===== src/dhcp_option_tlv_scanner_macros.svh =====
//------------------------------------------------------------------------------
// DHCP option scanner assertion macros
// Shared concurrent assertion forms for the option scanner block.
//------------------------------------------------------------------------------
`ifndef DHCP_OPTION_TLV_SCANNER_MACROS_SVH
`define DHCP_OPTION_TLV_SCANNER_MACROS_SVH

// same-cycle implication, disabled while in reset
`define DOTS_ASSERT_SAME(label, clk, rst, ante, cons) \
   label: assert property (@(posedge clk) disable iff (rst) (ante) |-> (cons)) \
      else $error("dots: same-cycle property violated");

// next-cycle implication, disabled while in reset
`define DOTS_ASSERT_NEXT(label, clk, rst, ante, cons) \
   label: assert property (@(posedge clk) disable iff (rst) (ante) |=> (cons)) \
      else $error("dots: next-cycle property violated");

`endif


===== src/dots_pkg.sv =====
//------------------------------------------------------------------------------
// DHCP option scanner package
// Types, codes and constants shared by the option scanner modules.
//------------------------------------------------------------------------------
`timescale 1ns / 1ps

package dots_pkg;

   localparam int unsigned MaxAreaBytes = 1024;
   localparam int unsigned OptW         = 8;
   localparam int unsigned LenW         = 10;
   localparam int unsigned StatusW      = 2;
   localparam int unsigned CookieLen    = 4;

   // position saturates at the smaller of the area limit and the counter range
   localparam int unsigned PosSatInt =
      (MaxAreaBytes - 1 < (1 << LenW) - 1) ? MaxAreaBytes - 1 : (1 << LenW) - 1;
   localparam logic [LenW-1:0] PosSat  = LenW'(PosSatInt);
   localparam bit              ClipLen = MaxAreaBytes < (1 << LenW);
   localparam logic [LenW-1:0] LenClip = LenW'(ClipLen ? MaxAreaBytes : 0);

   localparam logic [OptW-1:0] CodePad     = 8'd0;
   localparam logic [OptW-1:0] CodeEnd     = 8'd255;
   localparam logic [OptW-1:0] SearchReset = 8'd53;

   typedef enum logic [2:0] {
      PH_COOKIE,
      PH_CODE,
      PH_LEN,
      PH_SKIP,
      PH_DONE
   } phase_type;

   typedef enum logic [StatusW-1:0] {
      ST_FOUND,
      ST_NONE,
      ST_COOKIE,
      ST_BOUNDS
   } status_type;

   typedef struct packed {
      logic [OptW-1:0] opt_byte;
      logic [LenW-1:0] area_length;
      logic            last_byte;
   } req_type;

   typedef struct packed {
      logic            found;
      status_type      status;
      logic [LenW-1:0] value_offset;
      logic [OptW-1:0] value_length;
   } rsp_type;

   typedef struct packed {
      logic [LenW-1:0] pos;
      phase_type       phase;
      logic [OptW-1:0] skip;
      logic            matched;
      logic            verdict;
   } scan_type;

   localparam scan_type ScanRestart = '{
      pos:     '0,
      phase:   PH_COOKIE,
      skip:    '0,
      matched: 1'b0,
      verdict: 1'b0
   };

   function automatic logic [OptW-1:0] cookie_byte(input logic [1:0] idx);
      logic [OptW-1:0] b;
      case (idx)
         2'd0:    b = 8'd99;
         2'd1:    b = 8'd130;
         2'd2:    b = 8'd83;
         default: b = 8'd99;
      endcase
      return b;
   endfunction

endpackage


===== src/dots_req_if.sv =====
//------------------------------------------------------------------------------
// DHCP option scanner request channel
// Valid/ready channel carrying one options-area byte with its framing.
//------------------------------------------------------------------------------
`timescale 1ns / 1ps

interface dots_req_if import dots_pkg::*; ();
   logic            valid;
   logic            ready;
   logic [OptW-1:0] opt_byte;
   logic [LenW-1:0] area_length;
   logic            last_byte;

   modport source (output valid, output opt_byte, output area_length, output last_byte,
                   input ready);
   modport sink   (input valid, input opt_byte, input area_length, input last_byte,
                   output ready);
endinterface


===== src/dots_rsp_if.sv =====
//------------------------------------------------------------------------------
// DHCP option scanner response channel
// Valid/ready channel carrying one scan verdict.
//------------------------------------------------------------------------------
`timescale 1ns / 1ps

interface dots_rsp_if import dots_pkg::*; ();
   logic               valid;
   logic               ready;
   logic               found;
   logic [StatusW-1:0] status;
   logic [LenW-1:0]    value_offset;
   logic [OptW-1:0]    value_length;

   modport source (output valid, output found, output status, output value_offset,
                   output value_length, input ready);
   modport sink   (input valid, input found, input status, input value_offset,
                   input value_length, output ready);
endinterface


===== src/dots_csr_if.sv =====
//------------------------------------------------------------------------------
// DHCP option scanner configuration channel
// Valid/ready write channel for the search code register.
//------------------------------------------------------------------------------
`timescale 1ns / 1ps

interface dots_csr_if import dots_pkg::*; ();
   logic            valid;
   logic            ready;
   logic [OptW-1:0] search_code;

   modport source (output valid, output search_code, input ready);
   modport sink   (input valid, input search_code, output ready);
endinterface


===== src/dots_step.sv =====
//------------------------------------------------------------------------------
// DHCP option scanner step logic
// Next scan state and verdict for one options byte, purely combinational.
//------------------------------------------------------------------------------
`timescale 1ns / 1ps

module dots_step import dots_pkg::*; (
   input  scan_type        scan,
   input  req_type         item,
   input  logic [OptW-1:0] search_code,
   output scan_type        scan_next,
   output logic            emit,
   output rsp_type         rsp
);

   logic [LenW:0]      len_eff;
   logic [LenW:0]      pos_x;
   logic [LenW:0]      pos1;
   logic [LenW:0]      lim;
   logic [OptW-1:0]    skip_dec;
   logic               active;
   status_type         st;
   logic [LenW-1:0]    off;
   logic [OptW-1:0]    vlen;

   assign len_eff  = (ClipLen && item.area_length > LenClip) ? {1'b0, LenClip}
                                                             : {1'b0, item.area_length};
   assign pos_x    = {1'b0, scan.pos};
   assign pos1     = pos_x + (LenW+1)'(1);
   // value ends at length byte + 1 + value length
   assign lim      = pos1 + (LenW+1)'(item.opt_byte);
   assign skip_dec = (scan.skip != '0) ? scan.skip - OptW'(1) : scan.skip;
   assign active   = !scan.verdict && (scan.phase != PH_DONE);

   always_comb begin
      scan_next = scan;
      emit      = 1'b0;
      st        = ST_NONE;
      off       = '0;
      vlen      = '0;

      if (active) begin
         if (scan.phase == PH_COOKIE && len_eff < (LenW+1)'(CookieLen)) begin
            emit = 1'b1;
            st   = ST_COOKIE;
         end else if (pos_x >= len_eff) begin
            emit = 1'b1;
            st   = ST_NONE;
         end else begin
            case (scan.phase)
               PH_COOKIE: begin
                  if (item.opt_byte != cookie_byte(scan.pos[1:0])) begin
                     emit = 1'b1;
                     st   = ST_COOKIE;
                  end else if (scan.pos == LenW'(CookieLen - 1)) begin
                     scan_next.phase = PH_CODE;
                  end
               end
               PH_CODE: begin
                  if (item.opt_byte == CodeEnd) begin
                     emit = 1'b1;
                     st   = ST_NONE;
                  end else if (item.opt_byte != CodePad) begin
                     // no room left for the length byte
                     if (pos1 >= len_eff) begin
                        emit = 1'b1;
                        st   = ST_BOUNDS;
                     end else begin
                        scan_next.matched = (item.opt_byte == search_code);
                        scan_next.phase   = PH_LEN;
                     end
                  end
               end
               PH_LEN: begin
                  if (scan.matched) begin
                     emit = 1'b1;
                     if (item.opt_byte == '0 || lim >= len_eff) begin
                        st = ST_BOUNDS;
                     end else begin
                        st   = ST_FOUND;
                        off  = pos1[LenW-1:0];
                        vlen = item.opt_byte;
                     end
                  end else if (lim >= len_eff) begin
                     emit = 1'b1;
                     st   = ST_BOUNDS;
                  end else if (item.opt_byte == '0) begin
                     scan_next.phase = PH_CODE;
                  end else begin
                     scan_next.skip  = item.opt_byte;
                     scan_next.phase = PH_SKIP;
                  end
                  scan_next.matched = 1'b0;
               end
               PH_SKIP: begin
                  scan_next.skip = skip_dec;
                  if (skip_dec == '0) begin
                     scan_next.phase = PH_CODE;
                  end
               end
               default: begin
                  emit = 1'b1;
                  st   = ST_NONE;
               end
            endcase
         end
      end

      // area ended before any verdict
      if (!emit && !scan.verdict && item.last_byte) begin
         emit = 1'b1;
         st   = ST_NONE;
      end

      if (emit) begin
         scan_next.verdict = 1'b1;
         scan_next.phase   = PH_DONE;
      end

      if (scan.pos < PosSat) begin
         scan_next.pos = scan.pos + LenW'(1);
      end

      if (item.last_byte) begin
         scan_next = ScanRestart;
      end

      rsp.found        = (st == ST_FOUND);
      rsp.status       = st;
      rsp.value_offset = off;
      rsp.value_length = vlen;
   end

endmodule


===== src/dots_rsp_stage.sv =====
//------------------------------------------------------------------------------
// DHCP option scanner result register
// Holds one verdict until the response channel takes it.
//------------------------------------------------------------------------------
`timescale 1ns / 1ps

module dots_rsp_stage import dots_pkg::*; (
   input  logic      clock,
   input  logic      reset,
   input  logic      load,
   input  rsp_type   load_data,
   output logic      free,
   dots_rsp_if.source rsp_out
);

   logic    valid_ff;
   logic    valid_in;
   rsp_type data_ff;

   assign free = !valid_ff || rsp_out.ready;

   always_comb begin
      valid_in = valid_ff;
      if (load) begin
         valid_in = 1'b1;
      end else if (rsp_out.ready) begin
         valid_in = 1'b0;
      end
   end

   always_ff @(posedge clock) begin
      if (reset) begin
         valid_ff <= 1'b0;
      end else begin
         valid_ff <= valid_in;
      end
   end

   always_ff @(posedge clock) begin
      if (load) begin
         data_ff <= load_data;
      end
   end

   assign rsp_out.valid        = valid_ff;
   assign rsp_out.found        = data_ff.found;
   assign rsp_out.status       = data_ff.status;
   assign rsp_out.value_offset = data_ff.value_offset;
   assign rsp_out.value_length = data_ff.value_length;

endmodule


===== src/dhcp_option_tlv_scanner.sv =====
//------------------------------------------------------------------------------
// DHCP option scanner top level
// Each byte is captured in the input register; its verdict goes to the result register on rsp.
// Throughput: one byte per cycle unless stalled; the combinational scan step bounds the rate.
// The input register stalls only while a verdict waits on a full result register.
// Reset (synchronous, active high) clears the scan state and both registers
// and sets the search code to 53.
//------------------------------------------------------------------------------
`timescale 1ns / 1ps
`include "dhcp_option_tlv_scanner_macros.svh"

module dhcp_option_tlv_scanner import dots_pkg::*; (
   input  logic       clock,
   input  logic       reset,
   dots_req_if.sink   req_in,
   dots_rsp_if.source rsp_out,
   dots_csr_if.sink   csr_wr
);

   logic            in_valid_ff;
   logic            in_valid_in;
   req_type         in_item_ff;
   scan_type        scan_ff;
   scan_type        scan_in;
   logic [OptW-1:0] search_code_ff;
   logic [OptW-1:0] search_code_in;

   scan_type        scan_next;
   logic            emit;
   rsp_type         step_rsp;
   logic            rsp_free;
   logic            advance;
   logic            req_take;

   logic            in_stalled;
   logic            area_end;
   logic            rsp_miss;
   logic            rsp_blank;

   // configuration writes are always taken
   assign csr_wr.ready   = 1'b1;
   assign search_code_in = (csr_wr.valid) ? csr_wr.search_code : search_code_ff;

   assign advance      = in_valid_ff && (!emit || rsp_free);
   assign req_in.ready = !in_valid_ff || advance;
   assign req_take     = req_in.valid && req_in.ready;

   always_comb begin
      in_valid_in = in_valid_ff;
      if (req_take) begin
         in_valid_in = 1'b1;
      end else if (advance) begin
         in_valid_in = 1'b0;
      end
   end

   assign scan_in = advance ? scan_next : scan_ff;

   always_ff @(posedge clock) begin
      if (reset) begin
         in_valid_ff    <= 1'b0;
         scan_ff        <= ScanRestart;
         search_code_ff <= SearchReset;
      end else begin
         in_valid_ff    <= in_valid_in;
         scan_ff        <= scan_in;
         search_code_ff <= search_code_in;
      end
   end

   always_ff @(posedge clock) begin
      if (req_take) begin
         in_item_ff.opt_byte    <= req_in.opt_byte;
         in_item_ff.area_length <= req_in.area_length;
         in_item_ff.last_byte   <= req_in.last_byte;
      end
   end

   dots_step u_step (
      .scan        (scan_ff),
      .item        (in_item_ff),
      .search_code (search_code_ff),
      .scan_next   (scan_next),
      .emit        (emit),
      .rsp         (step_rsp)
   );

   dots_rsp_stage u_rsp_stage (
      .clock     (clock),
      .reset     (reset),
      .load      (advance && emit),
      .load_data (step_rsp),
      .free      (rsp_free),
      .rsp_out   (rsp_out)
   );

   assign in_stalled = in_valid_ff && !advance;
   assign area_end   = advance && in_item_ff.last_byte;
   assign rsp_miss   = rsp_out.valid && rsp_out.status != ST_FOUND;
   assign rsp_blank  = !rsp_out.found && rsp_out.value_offset == '0 &&
                       rsp_out.value_length == '0;

   `DOTS_ASSERT_NEXT(a_in_hold, clock, reset, in_stalled, in_valid_ff && $stable(in_item_ff))
   `DOTS_ASSERT_NEXT(a_area_restart, clock, reset, area_end, scan_ff == ScanRestart)
   `DOTS_ASSERT_SAME(a_done_verdict, clock, reset, scan_ff.verdict, scan_ff.phase == PH_DONE)
   `DOTS_ASSERT_SAME(a_miss_zero, clock, reset, rsp_miss, rsp_blank)

endmodule


===== src/flat_wrapper.sv =====
// flat-port wrapper written by rule: the top's interface ports become plain ports
module dhcp_option_tlv_scanner_flat import dots_pkg::*;
  (clock, reset, req_in_valid, req_in_opt_byte, req_in_area_length, req_in_last_byte, req_in_ready, rsp_out_valid, rsp_out_found, rsp_out_status, rsp_out_value_offset, rsp_out_value_length, rsp_out_ready, csr_wr_valid, csr_wr_search_code, csr_wr_ready);
  dots_req_if req_in_i ();
  dots_rsp_if rsp_out_i ();
  dots_csr_if csr_wr_i ();
  input  logic clock;
  input  logic reset;
  input wire logic [$bits(req_in_i.valid)-1:0] req_in_valid;
  input wire logic [$bits(req_in_i.opt_byte)-1:0] req_in_opt_byte;
  input wire logic [$bits(req_in_i.area_length)-1:0] req_in_area_length;
  input wire logic [$bits(req_in_i.last_byte)-1:0] req_in_last_byte;
  output wire logic [$bits(req_in_i.ready)-1:0] req_in_ready;
  output wire logic [$bits(rsp_out_i.valid)-1:0] rsp_out_valid;
  output wire logic [$bits(rsp_out_i.found)-1:0] rsp_out_found;
  output wire logic [$bits(rsp_out_i.status)-1:0] rsp_out_status;
  output wire logic [$bits(rsp_out_i.value_offset)-1:0] rsp_out_value_offset;
  output wire logic [$bits(rsp_out_i.value_length)-1:0] rsp_out_value_length;
  input wire logic [$bits(rsp_out_i.ready)-1:0] rsp_out_ready;
  input wire logic [$bits(csr_wr_i.valid)-1:0] csr_wr_valid;
  input wire logic [$bits(csr_wr_i.search_code)-1:0] csr_wr_search_code;
  output wire logic [$bits(csr_wr_i.ready)-1:0] csr_wr_ready;
  assign req_in_i.valid = req_in_valid;
  assign req_in_i.opt_byte = req_in_opt_byte;
  assign req_in_i.area_length = req_in_area_length;
  assign req_in_i.last_byte = req_in_last_byte;
  assign req_in_ready = req_in_i.ready;
  assign rsp_out_valid = rsp_out_i.valid;
  assign rsp_out_found = rsp_out_i.found;
  assign rsp_out_status = rsp_out_i.status;
  assign rsp_out_value_offset = rsp_out_i.value_offset;
  assign rsp_out_value_length = rsp_out_i.value_length;
  assign rsp_out_i.ready = rsp_out_ready;
  assign csr_wr_i.valid = csr_wr_valid;
  assign csr_wr_i.search_code = csr_wr_search_code;
  assign csr_wr_ready = csr_wr_i.ready;
  dhcp_option_tlv_scanner u_core (.clock(clock), .reset(reset), .req_in(req_in_i), .rsp_out(rsp_out_i), .csr_wr(csr_wr_i));
endmodule

===== config.mk =====
export PLATFORM = sky130hd
export DESIGN_NAME = dhcp_option_tlv_scanner_flat
export DESIGN_NICKNAME = d
export VERILOG_FILES = /design/src/dots_pkg.sv /design/src/dots_req_if.sv /design/src/dots_rsp_if.sv /design/src/dots_csr_if.sv /design/src/dots_step.sv /design/src/dots_rsp_stage.sv /design/src/dhcp_option_tlv_scanner.sv /design/src/flat_wrapper.sv
export VERILOG_INCLUDE_DIRS = /design/src /design/src/src
export SDC_FILE = /design/constraint.sdc
export NUM_CORES = 1
export LEC_CHECK = 0
export BUFFER_PORTS_ARGS = -buffer_cell sky130_fd_sc_hd__buf_2
export CAP_MARGIN = 20
export CORE_ASPECT_RATIO = 0.8
export CORE_MARGIN = 2
export CORE_UTILIZATION = 30
export CTS_BUF_LIST = sky130_fd_sc_hd__clkbuf_16
export CTS_CLUSTER_DIAMETER = 50
export CTS_CLUSTER_SIZE = 24
export DETAILED_ROUTE_END_ITERATION = 6
export PLACE_DENSITY_LB_ADDON = 0.08
export SLEW_MARGIN = 20
export SYNTH_ARGS = -nofsm -noshare
export SYNTH_HDL_FRONTEND = slang
export SYNTH_SLANG_ARGS = --single-unit

===== constraint.sdc =====
create_clock -name clock -period 5.3 [get_ports clock]
set_input_delay 0.265 -clock clock [delete_from_list [all_inputs] [get_ports clock]]
set_output_delay 0.265 -clock clock [all_outputs]
set_load 0.02 [all_outputs]

==> results of run 1 <==
[how the worst max path moves through the flow]
stage	startpoint	end	slack (ns)
after CTS	u_core.scan_ff[13]	req_in_ready	0.03
after floorplan	u_core.scan_ff[16]	u_core.u_rsp_stage.rsp_out.found	0.40
after global routing	u_core.scan_ff[14]	u_core.u_rsp_stage.rsp_out.value_offset[1]	0.007
final	u_core.scan_ff[14]	req_in_ready	0.34
after detailed placement	u_core.scan_ff[13]	u_core.in_item_ff[5]	0.21
after global placement	u_core.scan_ff[13]	u_core.in_item_ff[10]	0.37
[state kept, by name, indices dropped and copies added (netlist names)]
register                                 cells
u_core.u_rsp_stage.rsp_out.value_offset     10
u_core.scan_ff                              23
u_core.u_rsp_stage.rsp_out.status            2
u_core.u_rsp_stage.rsp_out.found             1
u_core.in_valid_ff                           1
u_core.u_rsp_stage.rsp_out.valid             1
u_core.search_code_ff                        8
u_core.u_rsp_stage.rsp_out.value_length      8
u_core.in_item_ff                           19
[kinds of logic (layout without fill, tap and decap cells)]
| family | after synthesis | count (layout) | share of synthesized area (%) |
|---|---|---|---|
| buffers and inverters | 58 | 128 | 5.22 |
| XOR/XNOR | 29 | 29 | 5.17 |
| adder cells (fa/ha/maj) | 46 | 46 | 11.9 |
| AO/OA/AOI/OAI | 118 | 118 | 16.1 |
| other | 1 | 1 | 0.0764 |
| multiplexers | 21 | 21 | 4.28 |
| AND/OR/NAND/NOR | 183 | 183 | 19.4 |
| flip-flops | 73 | 73 | 37.9 |
[routing by layer]
metal	routed length, um	GRT usage, %
met2	5720	23.6
met3	1060	4.83
met4	163	4.33
met5	0	0
met1	7240	25.4
[cell usage in the layout (no fill, tap or decap), drive strengths merged, types with 19 or more instances in the layout]
cell    count
nand2      51
edfxtp     40
o21ai      26
inv        38
mux2i      21
nor2       38
buf        74
ha         45
nand3      19
dfxtp      33
a21oi      28
[worst max-delay path, delay by kind of cell (launching register included)]
kind | cells | cell delay [ns]
DFF | 1 | 0.49
buffers and inverters | 2 | 0.29
and+or+nand+nor | 7 | 1.56
AOI/OAI and AO/OA | 5 | 0.88
adders and majority gates | 3 | 0.80
xor gates and xnor gates | 2 | 0.31
[cells in the mapped netlist, types with 4 or more instances]
library cell	count
o21ai_0	23
nand2_1	51
edfxtp_1	40
nor3_1	11
and2_1	11
o211ai_1	4
inv_1	37
nor2_1	38
a21o_1	6
nand2b_1	4
clkbuf_1	8
a211oi_1	6
o21a_1	6
o22ai_1	5
xor2_1	15
or3_1	4
o32ai_1	5
nand3_1	16
a21oi_1	28
xnor2_1	14
nor4_1	15
mux2i_1	21
buf_2	7
a31oi_1	4
ha_1	45
nand4_1	9
dfxtp_1	33
[power by group]
| group | total, uW | internal (uW) | switching [uW] |
|---|---|---|---|
| clock | 576 | 341 | 236 |
| sequential | 656 | 630 | 26.7 |
| combinational | 228 | 93.6 | 134 |
| total | 1460 | 1060 | 396 |
[area by class of cell]
cell class	instances	area, sq um
Inverter	38	143
Timing Repair Buffer	74	445
Fill cell	1674	10100
Tap cell	215	269
Clock inverter	6	32.5
Clock buffer	10	250
Multi-Input combinational cell	398	2830
Sequential cell	73	1870
[metrics by stage]
stage          cells  instance area [sq um]  power (uW)  util [%]  hold slack, ns
2_1_floorplan    529                   4910         809         -           0.364
3_3_place_gp     797                   5510         894      34.6           0.441
3_5_place_dp     797                   5510         894      34.6           0.443
4_1_cts          813                   5790        1480      36.4          0.0799
5_1_grt          814                   5840        1540      36.7          0.0792
6_report         814                   5840        1460      36.7          0.0973
[what timing repair did]
action,4_1_cts,5_1_grt
pin swaps,0,1
setup endpoints to repair,1,21
hold buffers,0,0
buffers inserted,0,1
gates resized for setup,1,8
==> summary.md, run 1 <==
| Metric | Value |
|---|---|
| Drt first pass iters | 6 |
| Worst vdd ir | 142 uV |
| Htree depth | 3 |
| Total congestion overflow | 0 |
| Via-to-Cell Ratio | 5.18 |
| Syn-to-layout area delta | 18.9% |
| Number of synthesized flops with an enable pin | 40 |
| Largest net degree at the start of global routing | 26 |
| Peak Freq | 0.201 GHz |
| Gpl congestion | 0.922 |
| RSZ-0062 raised after global routing | false |
| Routed Antenna Nets | 0 |
| Final layout net count | 672 |
| Setup TNS Final | 0 ns |
| Area contributors post-synth | edfxtp_1, dfxtp_1, ha_1 |
| Drt wl/cell | 17.4 um |
| First-pass GRT wire length | 22.7 mm |
| DRT iter0 DRCs | 324 |
| Syn Nets | 607 |
| I/O Pins | 56 |
| Drt total wl | 14.2 mm |
| PortBufs | 54 |
| Hold path depth | 1 |
| Cell depth of the worst flop-to-flop path | 20 |
| Clock root buffer | clkbuf_16 |
| Clock skew | 0.00588 ns |
| Worst r2r dst | u_core.u_rsp_stage.rsp_out.value_offset[1] |
| Die Area | 17400 sq um |
| Critical setup path kind | flip-flop to output pin |
| Hold crit path type | input port to flip-flop |
| Largest stage delay on the critical path | 0.56 ns |
| CP endpoint kind | output pin |
| Chip width | 147 um |
| Critical-path top delay cell | or4_4 |
| Crit-path max FO | 8 |
| Worst Path Required | 5.04 ns |
| GRT Total Usage | 16.9% |
| Clock slew at reported path FFs | 0.06 ns |
| Core ar. | 15900 sq um |
| N_diodes | 0 |
| Async S/R FF share, synth | 0% |
| Worst Hold Endpoint | u_core.in_item_ff[12] |
| Static Leak | 0.00244 uW |
| Total of max-cap violations | 0 |
| Final min period | 4.96 ns |
| Cell taking the most area after synthesis | edfxtp_1 |
| CTS tree | yes |
| Tightest Pin Transition | 0.925 ns |
| Post-Syn Area | 4910 sq um |
| Sequential fraction of the synthesis area | 37.9% |
| Clock Latency Late Sink | 0.34 ns |
| CP Launch Type | flip-flop |
| Post-route DRC | 0 |
| Yosys top cell area share | 24.5% |
| Initial Util | 30.9% |
| Initial antenna violation count | 0 |
| Clock buffer depth | 2 |
| Hold wc startpoint | req_in_opt_byte[1] |
| Post-Synthesis Cells | 529 |
| Pre-CTS setup slack | 0.206 ns |
| Cell Rows | 41 |
| Via Count | 4220 |
| FF-to-FF Start | u_core.scan_ff[14] |
| Post-DP HPWL | 11.1 mm |
| Final setup violation count | 0 |
| Vias in the first global route | 4038 |
| Setup ws final | 0.335 ns |
| Relative slew margins | 38.1% |
| Reg2Reg Setup Slack | 0.47 ns |
| Most used cell, CP | nor2_1 |
| CTS Sinks | 73 |
| Synth Flop Type | edfxtp_1 |
| Final hold violations | 0 |
| YS warnings | 0 |
| Status | complete, no violations |
| Cts bufs inserted | 9 |
| Final count of pins violating max slew | 0 |
| Synth Register Bits | 73 |
| Die H | 118 um |
| Final period util | 93.7% |
| Crit path DAT | 4.70 ns |
| PwrDens | 250 nW/um^2 |
| CP Cell Sequence | ha_4 > nand4_1 > nor2_1 > xnor2_1 > inv_1 > ha_1 > a21oi_1 > o21ai_0 > a21oi_1 > nor2_1 > xnor2_1 > ha_1 > nor2_1 > a221oi_1 > or4_4 > nor3_4 > o21a_2 > or3_1 > buf_2 |
| Synth cell types | 67 |
| Syn avg cell area | 9.28 sq um |
| Layout cells sized above 1 | 18.5% |
(Power assumes the default switching activity.)
==> run 2, diff against run 1 <==
--- a/config.mk
+++ b/config.mk
@@ -11,7 +11,6 @@
 export CORE_ASPECT_RATIO = 0.8
 export CORE_MARGIN = 2
 export CORE_UTILIZATION = 30
-export CTS_BUF_LIST = sky130_fd_sc_hd__clkbuf_16
 export CTS_CLUSTER_DIAMETER = 50
 export CTS_CLUSTER_SIZE = 24
 export DETAILED_ROUTE_END_ITERATION = 6
==> summary.md, run 2 (synthesis gave the netlist of run 1 again) <==
| Metric | Value |
|---|---|
| Dpl cell area | 5510 sq um |
| Tightest Pin Transition | 0.925 ns |
| Crit-path max FO | 8 |
| Hold crit path type | input port to flip-flop |
| Static Leak | 0.00244 uW |
| Setup TNS Final | 0 ns |
| Leading cell type in the layout, fill and taps excluded | buf_2 |
| Total congestion overflow | 0 |
| Most used cell, CP | nor2_1 |
| Drt wl/cell | 17.4 um |
| Chip width | 147 um |
| Drt first pass iters | 6 |
| Final layout net count | 672 |
| Vias in the first global route | 4038 |
| GRT Total Usage | 16.9% |
| Largest reg by FF count | u_core.scan_ff |
| Final core occ | 36.7% |
| Peak Freq | 0.201 GHz |
| Max reg flops | 23 |
| CP startpoint | u_core.scan_ff[14] |
| Layout cells sized above 1 | 18.5% |
| Setup ws final | 0.335 ns |
| Via-to-Cell Ratio | 5.18 |
| Clock buffer depth | 2 |
| Clock skew | 0.00588 ns |
| Initial Util | 30.9% |
| Routed Antenna Nets | 0 |
| Clock slew at reported path FFs | 0.06 ns |
| Final hold violations | 0 |
| Critical setup path kind | flip-flop to output pin |
| Final count of pins violating max slew | 0 |
| DRT iter0 DRCs | 324 |
| Relative slew margins | 38.1% |
| Gpl congestion | 0.922 |
| CTS Sinks | 73 |
| Post-route insts no fill | 814 |
| Cell Rows | 41 |
| Largest net degree at the start of global routing | 26 |
| First-pass GRT wire length | 22.7 mm |
| Hold wc startpoint | req_in_opt_byte[1] |
| Initial antenna violation count | 0 |
| Die H | 118 um |
| Drt total wl | 14.2 mm |
| PortBufs | 54 |
| Commonest non-fill, non-tap cells in the layout | buf_2, nand2_1, ha_1, edfxtp_1 |
| Htree depth | 3 |
| RSZ-0062 raised after global routing | false |
| Final setup violation count | 0 |
| FF-to-FF Start | u_core.scan_ff[14] |
| Pre-CTS setup slack | 0.206 ns |
| DP Cell Count | 797 |
| CTS Hold Bufs | 0 |
| Multi-input logic area | 2830 sq um |
| Final min period | 4.97 ns |
| Post-DP HPWL | 11.1 mm |
| CP endpoint kind | output pin |
| Post-route DRC | 0 |
| N_diodes | 0 |
| Crit path DAT | 4.70 ns |
| I/O Pins | 56 |
| Via Count | 4219 |
| Die Area | 17400 sq um |
| Clock Latency Late Sink | 0.34 ns |
| Worst vdd ir | 142 uV |
| Syn-to-layout area delta | 18.9% |
| Register Area | 1870 sq um |
| Final instance area | 5840 sq um |
| Clock root buffer | clkbuf_16 |
| CP Cell Sequence | ha_4 > nand4_1 > nor2_1 > xnor2_1 > inv_1 > ha_1 > a21oi_1 > o21ai_0 > a21oi_1 > nor2_1 > xnor2_1 > ha_1 > nor2_1 > a221oi_1 > or4_4 > nor3_4 > o21a_2 > or3_1 > buf_2 |
| CTS tree | yes |
| Core ar. | 15900 sq um |
| Largest stage delay on the critical path | 0.56 ns |
| PwrDens | 250 nW/um^2 |
| Cts bufs inserted | 9 |
| Critical-path top delay cell | or4_4 |
| Filler Cells Inserted | 1674 |
| CP Launch Type | flip-flop |
| Status | complete, no violations |
| Total of max-cap violations | 0 |
| Final period util | 93.7% |
| Worst Path Required | 5.04 ns |
[run 2: changes by cell type in the layout (fill, tap and decap cells not counted), sizes merged]
cell | before | now
clkbuf | 10 | 11
inv | 38 | 37
[run 2: power breakdown]
| part | switching, uW | internal [uW] | total [uW] | leakage [uW] |
|---|---|---|---|---|
| Clock | 235 | 343 | 578 | 0.000144 |
| Combinational | 134 | 93.6 | 228 | 0.00164 |
| Sequential | 26.7 | 630 | 656 | 0.000653 |
[run 2: what timing repair did]
action,in CTS,in global routing
gates resized for setup,1,8
pin swaps,0,1
hold endpoints to repair,0,0
setup endpoints to repair,1,21
buffers inserted,0,1
[run 2: area by class of cell]
class / instances / area share, %
well taps: 215 / 4.61
clock inverters: 5 / 0.493
clock buffers: 11 / 4.35
multi-input cells: 398 / 48.5
flip-flops and latches: 73 / 32.0
inverters: 38 / 2.44
repair buffers: 74 / 7.63
[run 2: metrics by stage]
step                hold WS [ns]  total power (uW)
floorplan                  0.364               809
global placement           0.441               894
detailed placement         0.443               894
CTS                       0.0799              1480
global route              0.0792              1540
finish                    0.0973              1460
[run 2: routing by layer]
layer,vias to the layer above,part of all wire (%),GRT usage (%)
met5,-,0,0
met3,17,7.5,4.83
met2,147,40,23.6
li1,2077,-,-
met4,0,1.1,4.33
met1,1978,51,25.4
[run 2: worst paths after layout]
| kind | endpoint | slack, ns | cells past startpoint |
|---|---|---|---|
| hold reg to reg | u_core.search_code_ff[2] | 0.49 | 2 |
| setup / recovery | req_in_ready | 0.33 | 19 |
| hold / removal | u_core.in_item_ff[12] | 0.1 | 1 |
| setup reg to reg | u_core.u_rsp_stage.rsp_out.value_offset[1] | 0.47 | 20 |
[run 2: worst max-delay path, delay by kind of cell (launching register included)]
kind | cells | cell delay [ns]
and+or+nand+nor | 7 | 1.56
buffers and inverters | 2 | 0.29
xor gates and xnor gates | 2 | 0.31
DFF | 1 | 0.49
adders and majority gates | 3 | 0.80
AOI/OAI and AO/OA | 5 | 0.88
